--- config.mk ---
export PLATFORM = sky130hd
export DESIGN_NAME = ecdc_to_epoch
export DESIGN_NICKNAME = d
export VERILOG_FILES = /design/src/hdl/ecdc_pkg.sv /design/src/hdl/ecdc_to_epoch.sv
export SDC_FILE = /design/constraint.sdc
export NUM_CORES = 2
export LEC_CHECK = 0
export ABC_AREA = 0
export BUFFER_PORTS_ARGS = -buffer_cell sky130_fd_sc_hd__buf_2
export CORE_ASPECT_RATIO = 0.9
export CORE_UTILIZATION = 53
export DETAILED_ROUTE_END_ITERATION = 8
export PLACE_DENSITY = 0.68
export SLEW_MARGIN = 30
export SYNTH_ARGS = -nofsm -noshare
export SYNTH_HDL_FRONTEND = slang
export SYNTH_SLANG_ARGS = --single-unit
--- constraint.sdc ---
create_clock -name clk -period 7.09 [get_ports clk]
set_clock_uncertainty 0.15 [all_clocks]
set_input_delay 0.709 -clock clk [delete_from_list [all_inputs] [get_ports clk]]
set_output_delay 0.709 -clock clk [all_outputs]
set_load 0.005 [all_outputs]
--- src/hdl/ecdc_pkg.sv ---
// ============================================================================
// ecdc_pkg - epoch ms / civil date converter shared types and constants
// Beat layouts for both directions, calendar constants, reciprocal
// multipliers for the constant divisions and the month offset table.
// ============================================================================
package ecdc_pkg;

	typedef struct packed {
		logic        op;
		logic [47:0] epoch_ms_in;
		logic [13:0] year_in;
		logic [3:0]  month_in;
		logic [4:0]  day_in;
		logic [4:0]  hour_in;
		logic [5:0]  minute_in;
		logic [5:0]  second_in;
	} cmd_t;

	typedef struct packed {
		logic [13:0] year_out;
		logic [3:0]  month_out;
		logic [4:0]  day_out;
		logic [4:0]  hour_out;
		logic [5:0]  minute_out;
		logic [5:0]  second_out;
		logic [2:0]  weekday_out;
		logic [47:0] epoch_ms_out;
	} rsp_t;

	localparam logic OP_TO_CIVIL = 1'b0;
	localparam logic OP_TO_EPOCH = 1'b1;

	// start to done
	localparam int unsigned LATENCY = 15;

	localparam logic [26:0] MS_PER_DAY   = 27'd86400000;
	localparam logic [21:0] MS_PER_HOUR  = 22'd3600000;
	localparam logic [15:0] MS_PER_MIN   = 16'd60000;
	localparam logic [9:0]  MS_PER_SEC   = 10'd1000;
	localparam logic [16:0] DAY_DIV      = 17'd84375;   // MS_PER_DAY / 1024
	localparam logic [19:0] DAYS_SHIFT   = 20'd719468;
	localparam logic [17:0] ERA_DAYS     = 18'd146097;
	localparam logic [8:0]  YEAR_DAYS    = 9'd365;
	localparam logic [8:0]  ERA_YEARS    = 9'd400;
	localparam logic [11:0] SEC_PER_HOUR = 12'd3600;
	localparam logic [5:0]  SEC_PER_MIN  = 6'd60;
	// era bias (one era) plus day shift plus one for the 1-based day sum
	localparam logic [19:0] DAY_BIAS     = 20'd865566;

	// Exact reciprocals: M = ceil(2^K / D) with K = N + ceil(log2 D) for an
	// N-bit dividend, so floor(x * M / 2^K) == floor(x / D) for all x.
	localparam int unsigned DAY_K = 55;
	localparam logic [38:0] DAY_M =
		39'(((64'd1 << DAY_K) + 64'd84374) / 64'd84375);
	localparam int unsigned ERA_K = 40;
	localparam logic [22:0] ERA_M =
		23'(((64'd1 << ERA_K) + 64'd146096) / 64'd146097);
	localparam int unsigned WD_K = 25;
	localparam logic [22:0] WD_M = 23'(((64'd1 << WD_K) + 64'd6) / 64'd7);
	localparam int unsigned SOD_K = 31;
	localparam logic [24:0] SOD_M = 25'(((64'd1 << SOD_K) + 64'd124) / 64'd125);
	localparam int unsigned HR_K = 29;
	localparam logic [17:0] HR_M = 18'(((64'd1 << HR_K) + 64'd3599) / 64'd3600);
	localparam int unsigned MIN_K = 18;
	localparam logic [12:0] MIN_M = 13'(((64'd1 << MIN_K) + 64'd59) / 64'd60);
	localparam int unsigned Q1460_K = 29;
	localparam logic [18:0] Q1460_M =
		19'(((64'd1 << Q1460_K) + 64'd1459) / 64'd1460);
	localparam int unsigned Q36524_K = 34;
	localparam logic [18:0] Q36524_M =
		19'(((64'd1 << Q36524_K) + 64'd36523) / 64'd36524);
	localparam int unsigned Q146096_K = 36;
	localparam logic [18:0] Q146096_M =
		19'(((64'd1 << Q146096_K) + 64'd146095) / 64'd146096);
	localparam int unsigned YOE_K = 27;
	localparam logic [18:0] YOE_M = 19'(((64'd1 << YOE_K) + 64'd364) / 64'd365);
	localparam int unsigned C100_K = 16;
	localparam logic [9:0]  C100_M = 10'(((64'd1 << C100_K) + 64'd99) / 64'd100);
	localparam int unsigned MP_K = 19;
	localparam logic [11:0] MP_M = 12'(((64'd1 << MP_K) + 64'd152) / 64'd153);
	localparam int unsigned CIV100_K = 22;
	localparam logic [15:0] CIV100_M =
		16'(((64'd1 << CIV100_K) + 64'd99) / 64'd100);

	// (153 * mi + 2) / 5: first day-of-year of March-based month index mi
	function automatic logic [8:0] doy_start(input logic [3:0] mi);
		logic [8:0] r;
		case (mi)
			4'd0:    r = 9'd0;
			4'd1:    r = 9'd31;
			4'd2:    r = 9'd61;
			4'd3:    r = 9'd92;
			4'd4:    r = 9'd122;
			4'd5:    r = 9'd153;
			4'd6:    r = 9'd184;
			4'd7:    r = 9'd214;
			4'd8:    r = 9'd245;
			4'd9:    r = 9'd275;
			4'd10:   r = 9'd306;
			4'd11:   r = 9'd337;
			4'd12:   r = 9'd367;
			default: r = 9'd0;
		endcase
		return r;
	endfunction

endpackage

--- src/hdl/ecdc_to_epoch.sv ---
// ============================================================================
// ecdc_to_epoch - civil date and time to epoch milliseconds
// Closed-form day count on a year biased by one era, times ms per day,
// plus time of day, saturated to 48 bits; delayed to the common latency.
// ============================================================================
module ecdc_to_epoch (
	input  logic        clk,
	input  logic [13:0] year,
	input  logic [3:0]  month,
	input  logic [4:0]  day,
	input  logic [4:0]  hour,
	input  logic [5:0]  minute,
	input  logic [5:0]  second,
	output logic [47:0] epoch
);

	localparam int unsigned DLY = 8;
	localparam logic signed [27:0] MS_PER_DAY_S = $signed({1'b0, ecdc_pkg::MS_PER_DAY});

	logic        le2;
	logic [3:0]  mi;
	logic [14:0] y2_s1;
	logic [8:0]  doyp_s1, doyp_s2;
	logic [26:0] hms_s1;
	logic [21:0] mms_s1;
	logic [15:0] sms_s1;
	logic [30:0] cp_s2;
	logic [22:0] base_s2;
	logic [12:0] y4_s2;
	logic [26:0] tod_s2, tod_s3, tod_s4, tod_s5;
	logic [7:0]  c_s3;
	logic [22:0] pre_s3;
	logic signed [23:0] days_s4;
	logic signed [51:0] tp_s5;
	logic signed [51:0] tot_s6;
	logic [47:0] ep_s7;
	logic [47:0] ep_dly_q [DLY];

	// months 0..2 count as the tail of the previous computational year
	assign le2 = (month <= 4'd2);
	assign mi  = le2 ? month + 4'd9 : month - 4'd3;

	always_ff @(posedge clk) begin
		// s1: year biased by one era so every division stays unsigned
		y2_s1   <= 15'(year) + 15'(ecdc_pkg::ERA_YEARS) - 15'(le2);
		doyp_s1 <= ecdc_pkg::doy_start(mi) + 9'(day);
		hms_s1  <= 27'(hour) * 27'(ecdc_pkg::MS_PER_HOUR);
		mms_s1  <= 22'(minute) * 22'(ecdc_pkg::MS_PER_MIN);
		sms_s1  <= 16'(second) * 16'(ecdc_pkg::MS_PER_SEC);

		// s2
		cp_s2   <= 31'(y2_s1) * 31'(ecdc_pkg::CIV100_M);
		base_s2 <= 23'(y2_s1) * 23'(ecdc_pkg::YEAR_DAYS);
		y4_s2   <= y2_s1[14:2];
		doyp_s2 <= doyp_s1;
		tod_s2  <= hms_s1 + 27'(mms_s1) + 27'(sms_s1);

		// s3
		c_s3   <= cp_s2[ecdc_pkg::CIV100_K +: 8];
		pre_s3 <= base_s2 + 23'(y4_s2) + 23'(doyp_s2);
		tod_s3 <= tod_s2;

		// s4: y/400 is (y/100)/4; two's complement wrap gives the signed count
		days_s4 <= 24'(pre_s3) - 24'(c_s3) + 24'(c_s3[7:2]) - 24'(ecdc_pkg::DAY_BIAS);
		tod_s4  <= tod_s3;

		// s5
		tp_s5  <= 52'(days_s4) * 52'(MS_PER_DAY_S);
		tod_s5 <= tod_s4;

		// s6
		tot_s6 <= tp_s5 + $signed({25'd0, tod_s5});

		// s7: clamp to the 48-bit range
		if (tot_s6[51]) begin
			ep_s7 <= '0;
		end else if (|tot_s6[50:48]) begin
			ep_s7 <= '1;
		end else begin
			ep_s7 <= tot_s6[47:0];
		end

		// s8..s15
		ep_dly_q[0] <= ep_s7;
		for (int i = 1; i < DLY; i++) begin
			ep_dly_q[i] <= ep_dly_q[i-1];
		end
	end

	assign epoch = ep_dly_q[DLY-1];

endmodule

==> impl_table.tex <==
\begin{tabular}{lr}
\hline
Metric & Value \\
\hline
\multicolumn{2}{l}{\textbf{STA}} \\
Rel. slew slack & 40.0\% \\
Pins Over Slew Limit & 0 \\
Maximum achievable frequency & 0.167 GHz \\
Tightest Pin Transition & 0.897 ns \\
Final Hold Violating Endpoints & 0 \\
Tcrit/Tclk final & 84.5\% \\
Count of endpoints failing setup in the final report & 0 \\
RSZ-0062 raised after global routing & false \\
Min Tclk post-route & 5.99 ns \\
Summed negative setup slack over all endpoints & 0 ns \\
\multicolumn{2}{l}{\textbf{GRT}} \\
Number of global-route vias before repair & 22000 \\
Maximum number of pins on one net before global-route repair & 47 \\
Number of antenna violations at the first check in global routing & 2 \\
Overflow left after global routing & 0 \\
Wire length of the first global-routing pass & 103000 microns \\
Overall track demand over capacity in global routing & 16.8\% \\
\multicolumn{2}{l}{\textbf{Synthesis}} \\
Count of flip-flops with a built-in enable after synthesis & 0 \\
Mean Syn Cell Area & 11.0 sq um \\
Synth top area share & 40.1\% \\
Post-synthesis async set-or-reset flop share & 0\% \\
Top flip-flop cell by instance count after synthesis & sky130\_fd\_sc\_hd\_\_dfxtp\_1 \\
Library cell with the largest summed area after synthesis & sky130\_fd\_sc\_hd\_\_dfxtp\_1 \\
Net count after synthesis & 4430 \\
Cell area after synthesis & 39100 sq um \\
Yosys reg bits & 783 \\
Synth cell count leaders & sky130\_fd\_sc\_hd\_\_dfxtp\_1 (783), sky130\_fd\_sc\_hd\_\_inv\_1 (742), sky130\_fd\_sc\_hd\_\_ha\_1 (519) \\
Top cells by area in the synthesized netlist & sky130\_fd\_sc\_hd\_\_dfxtp\_1 (40\%), sky130\_fd\_sc\_hd\_\_fa\_1 (17\%), sky130\_fd\_sc\_hd\_\_ha\_1 (17\%) \\
Count leader, synth & sky130\_fd\_sc\_hd\_\_dfxtp\_1 \\
Seq/Total Area, Yosys & 40.1\% \\
Library cells used by synthesis & 75 \\
Synthesis warning total & 0 \\
Cells after synthesis & 3540 \\
\multicolumn{2}{l}{\textbf{Routing}} \\
First-pass iteration count of the detailed router & 6 \\
Drt wl/cell & 12.9 microns \\
Number of vias per cell after detailed routing & 4.72 \\
1st-iter DRT viols & 834 \\
Number of antenna-violating nets in the routed design & 0 \\
Count of vias placed by the detailed router & 21900 \\
Total Routed Length & 60000 microns \\
DRC viols & 17 \\
\multicolumn{2}{l}{\textbf{Hold path}} \\
Type of the worst min-delay path & primary input to flop \\
\multicolumn{2}{l}{\textbf{Placement}} \\
HPWL after detailed placement & 48000 microns \\
Final estimated routing congestion in global placement & 0.875 \\
Port-buffer cells & 88 \\
\multicolumn{2}{l}{\textbf{Floorplan}} \\
Number of cell rows & 94 \\
Initial Util & 53.5\% \\
Height of the chip & 260 microns \\
Die width & 288 microns \\
Die area & 74900 sq um \\
Placeable core region & 73000 sq um \\
Number of placed I/O pins & 89 \\
\multicolumn{2}{l}{\textbf{Critical path}} \\
CP max stage delay & 0.58 ns \\
Crit start category & flop \\
Crit path capture type & flop \\
Slowest cell on crit path & sky130\_fd\_sc\_hd\_\_or4\_4 \\
WP data required & 7.50 ns \\
Gate family responsible for the most delay along the worst path & adder cells \\
Path type of the worst setup path & flop to flop \\
Top cell by count, worst path & sky130\_fd\_sc\_hd\_\_inv\_1 \\
Worst Path Max Fanout & 9 \\
Arrival time at the worst endpoint & 6.40 ns \\
Number of buffers and inverters on the critical path & 6 \\
Worst-path cell chain & ha\_1, inv\_1, fa\_1, inv\_1, ha\_1, inv\_1, fa\_1, inv\_1, fa\_1, inv\_1, fa\_1, inv\_1, ha\_1, o21a\_1, nor2\_1, a211oi\_2, o21ai\_2, a31oi\_4, a31oi\_2, or4\_4, o41ai\_2, xor2\_1 \\
\multicolumn{2}{l}{\textbf{Outcome}} \\
Violated checks & DRC \\
Run status & complete, but fails checks \\
\multicolumn{2}{l}{\textbf{Clock network}} \\
CTS Hold Bufs & 0 \\
Clock root buffer & sky130\_fd\_sc\_hd\_\_clkbuf\_16 \\
Clock tree from TritonCTS & yes \\
Number of resized instances in the post-cts repair step & 0 \\
Clock-pin transition on the worst setup and hold timing paths & 0.07 ns \\
Number of clock sinks & 783 \\
Number of levels in the clock H-tree & 3 \\
Postcts setup bufs & 0 \\
Worst skew pair latency & 0.62 ns \\
Number of buffers between clock root and the deepest sink & 3 \\
Cts bufs inserted & 74 \\
\multicolumn{2}{l}{\textbf{Final layout}} \\
Nets@finish & 4524 \\
Fraction of layout instances using a drive strength above 1 & 6.88\% \\
Synthesis-to-finish area growth & 9.92\% \\
Layout filler cell count & 6032 \\
\multicolumn{2}{l}{\textbf{Flow run}} \\
Max-cap viol count & 0 \\
\hline
\end{tabular}
## flip-flops by register name, indices dropped and copies added, names as in the netlist
register and cells:
ep_dly_q 368, tot_s6 49, sms_s1 13, c_s3 8, ep_s7 46, cp_s2 8
pre_s3 23, tod_s5 24, tod_s3 24, tp_s5 42, y2_s1 15, doyp_s2 9
base_s2 23, days_s4 24, doyp_s1 9, tod_s4 24, y4_s2 13, tod_s2 24
hms_s1 20, mms_s1 17
## kinds of logic after synthesis
group,count (synthesis),share of synthesized area (%)
and+or+nand+nor,384,4.84
AOI/OAI and AO/OA,456,7.61
muxes,7,0.179
xor gates and xnor gates,244,5.47
DFF,783,40.1
buffers and inverters,817,8.31
adders and majority gates,849,33.5
## routing by layer
layer | vias to the layer above | routed length [microns] | part of all wire, % | track usage [%]
li1 | 11400 | - | - | -
met1 | 10200 | 29700 | 50 | 23.0
met2 | 270 | 26800 | 45 | 27.3
met3 | 96 | 2180 | 3.6 | 3.14
met4 | 2 | 1310 | 2.2 | 4.70
met5 | - | 13 | 0.022 | 0
## area by class of cell
cell class              count  area (sq um)  share of cell area, %
inverters                 742          2790                   6.48
flip-flops and latches    783         15700                   36.5
clock inverters            38           579                   1.35
well taps                 960          1200                   2.79
multi-input cells        1940         20200                   47.0
clock buffers              97          2070                   4.81
diodes                      1          2.50                0.00582
repair buffers             93           478                   1.11
## stage by stage
| stage | utilization (%) | cell area [sq um] | setup WS (ns) | hold WS (ns) | instances |
|---|---|---|---|---|---|
| finish | 58.8 | 43000 | 1.10 | 0.115 | 4654 |
| global route | 58.8 | 43000 | 0.786 | 0.0856 | 4654 |
| CTS | 58.8 | 43000 | 1.06 | 0.0741 | 4653 |
| detailed placement | 55.2 | 40300 | 1.07 | 0.162 | 4518 |
| global placement | 55.2 | 40300 | 1.13 | 0.160 | 4518 |
| floorplan | - | 39100 | 1.45 | 0.160 | 3540 |
## cells in the final DEF, fill, tap and decap left out, drive strengths merged, types with 4 or more instances in the layout
cell type / Yosys / final
a21boi: 6 / 6
a31oi: 19 / 19
o21ai: 60 / 60
o2111ai: 4 / 4
o211ai: 7 / 7
clkbuf: 25 / 97
nand2: 81 / 81
a21o: 68 / 68
buf: 50 / 93
clkinv: 0 / 17
dfxtp: 783 / 783
and4: 5 / 5
or2: 9 / 9
nor2b: 21 / 21
nand2b: 20 / 20
nor2: 92 / 92
and3: 20 / 20
inv: 742 / 750
o21a: 18 / 18
nor3: 35 / 35
a31o: 6 / 6
nand3: 57 / 57
o31ai: 5 / 5
clkinvlp: 0 / 4
a211oi: 21 / 21
nand4: 16 / 16
o41ai: 6 / 6
bufinv: 0 / 9
a21oi: 177 / 177
and2: 5 / 5
fa: 330 / 330
or3: 11 / 11
mux2i: 7 / 7
ha: 519 / 519
xor2: 79 / 79
xnor2: 165 / 165
a41o: 5 / 5
a211o: 9 / 9
o21bai: 22 / 22
## final timing paths
kind / end / cells past startpoint / startpoint / slack [ns]
max reg2reg: tp_s5[50] / 22 / days_s4[8] / 1.10
min reg2reg: tod_s3[16] / 0 / tod_s2[16] / 0.16
min: sms_s1[4] / 1 / second[1] / 0.12
max: tp_s5[50] / 22 / days_s4[8] / 1.10
Power is left out: the tool's default activity adds up to more than one toggle a clock period on the data nets, which glitch-free logic cannot reach.
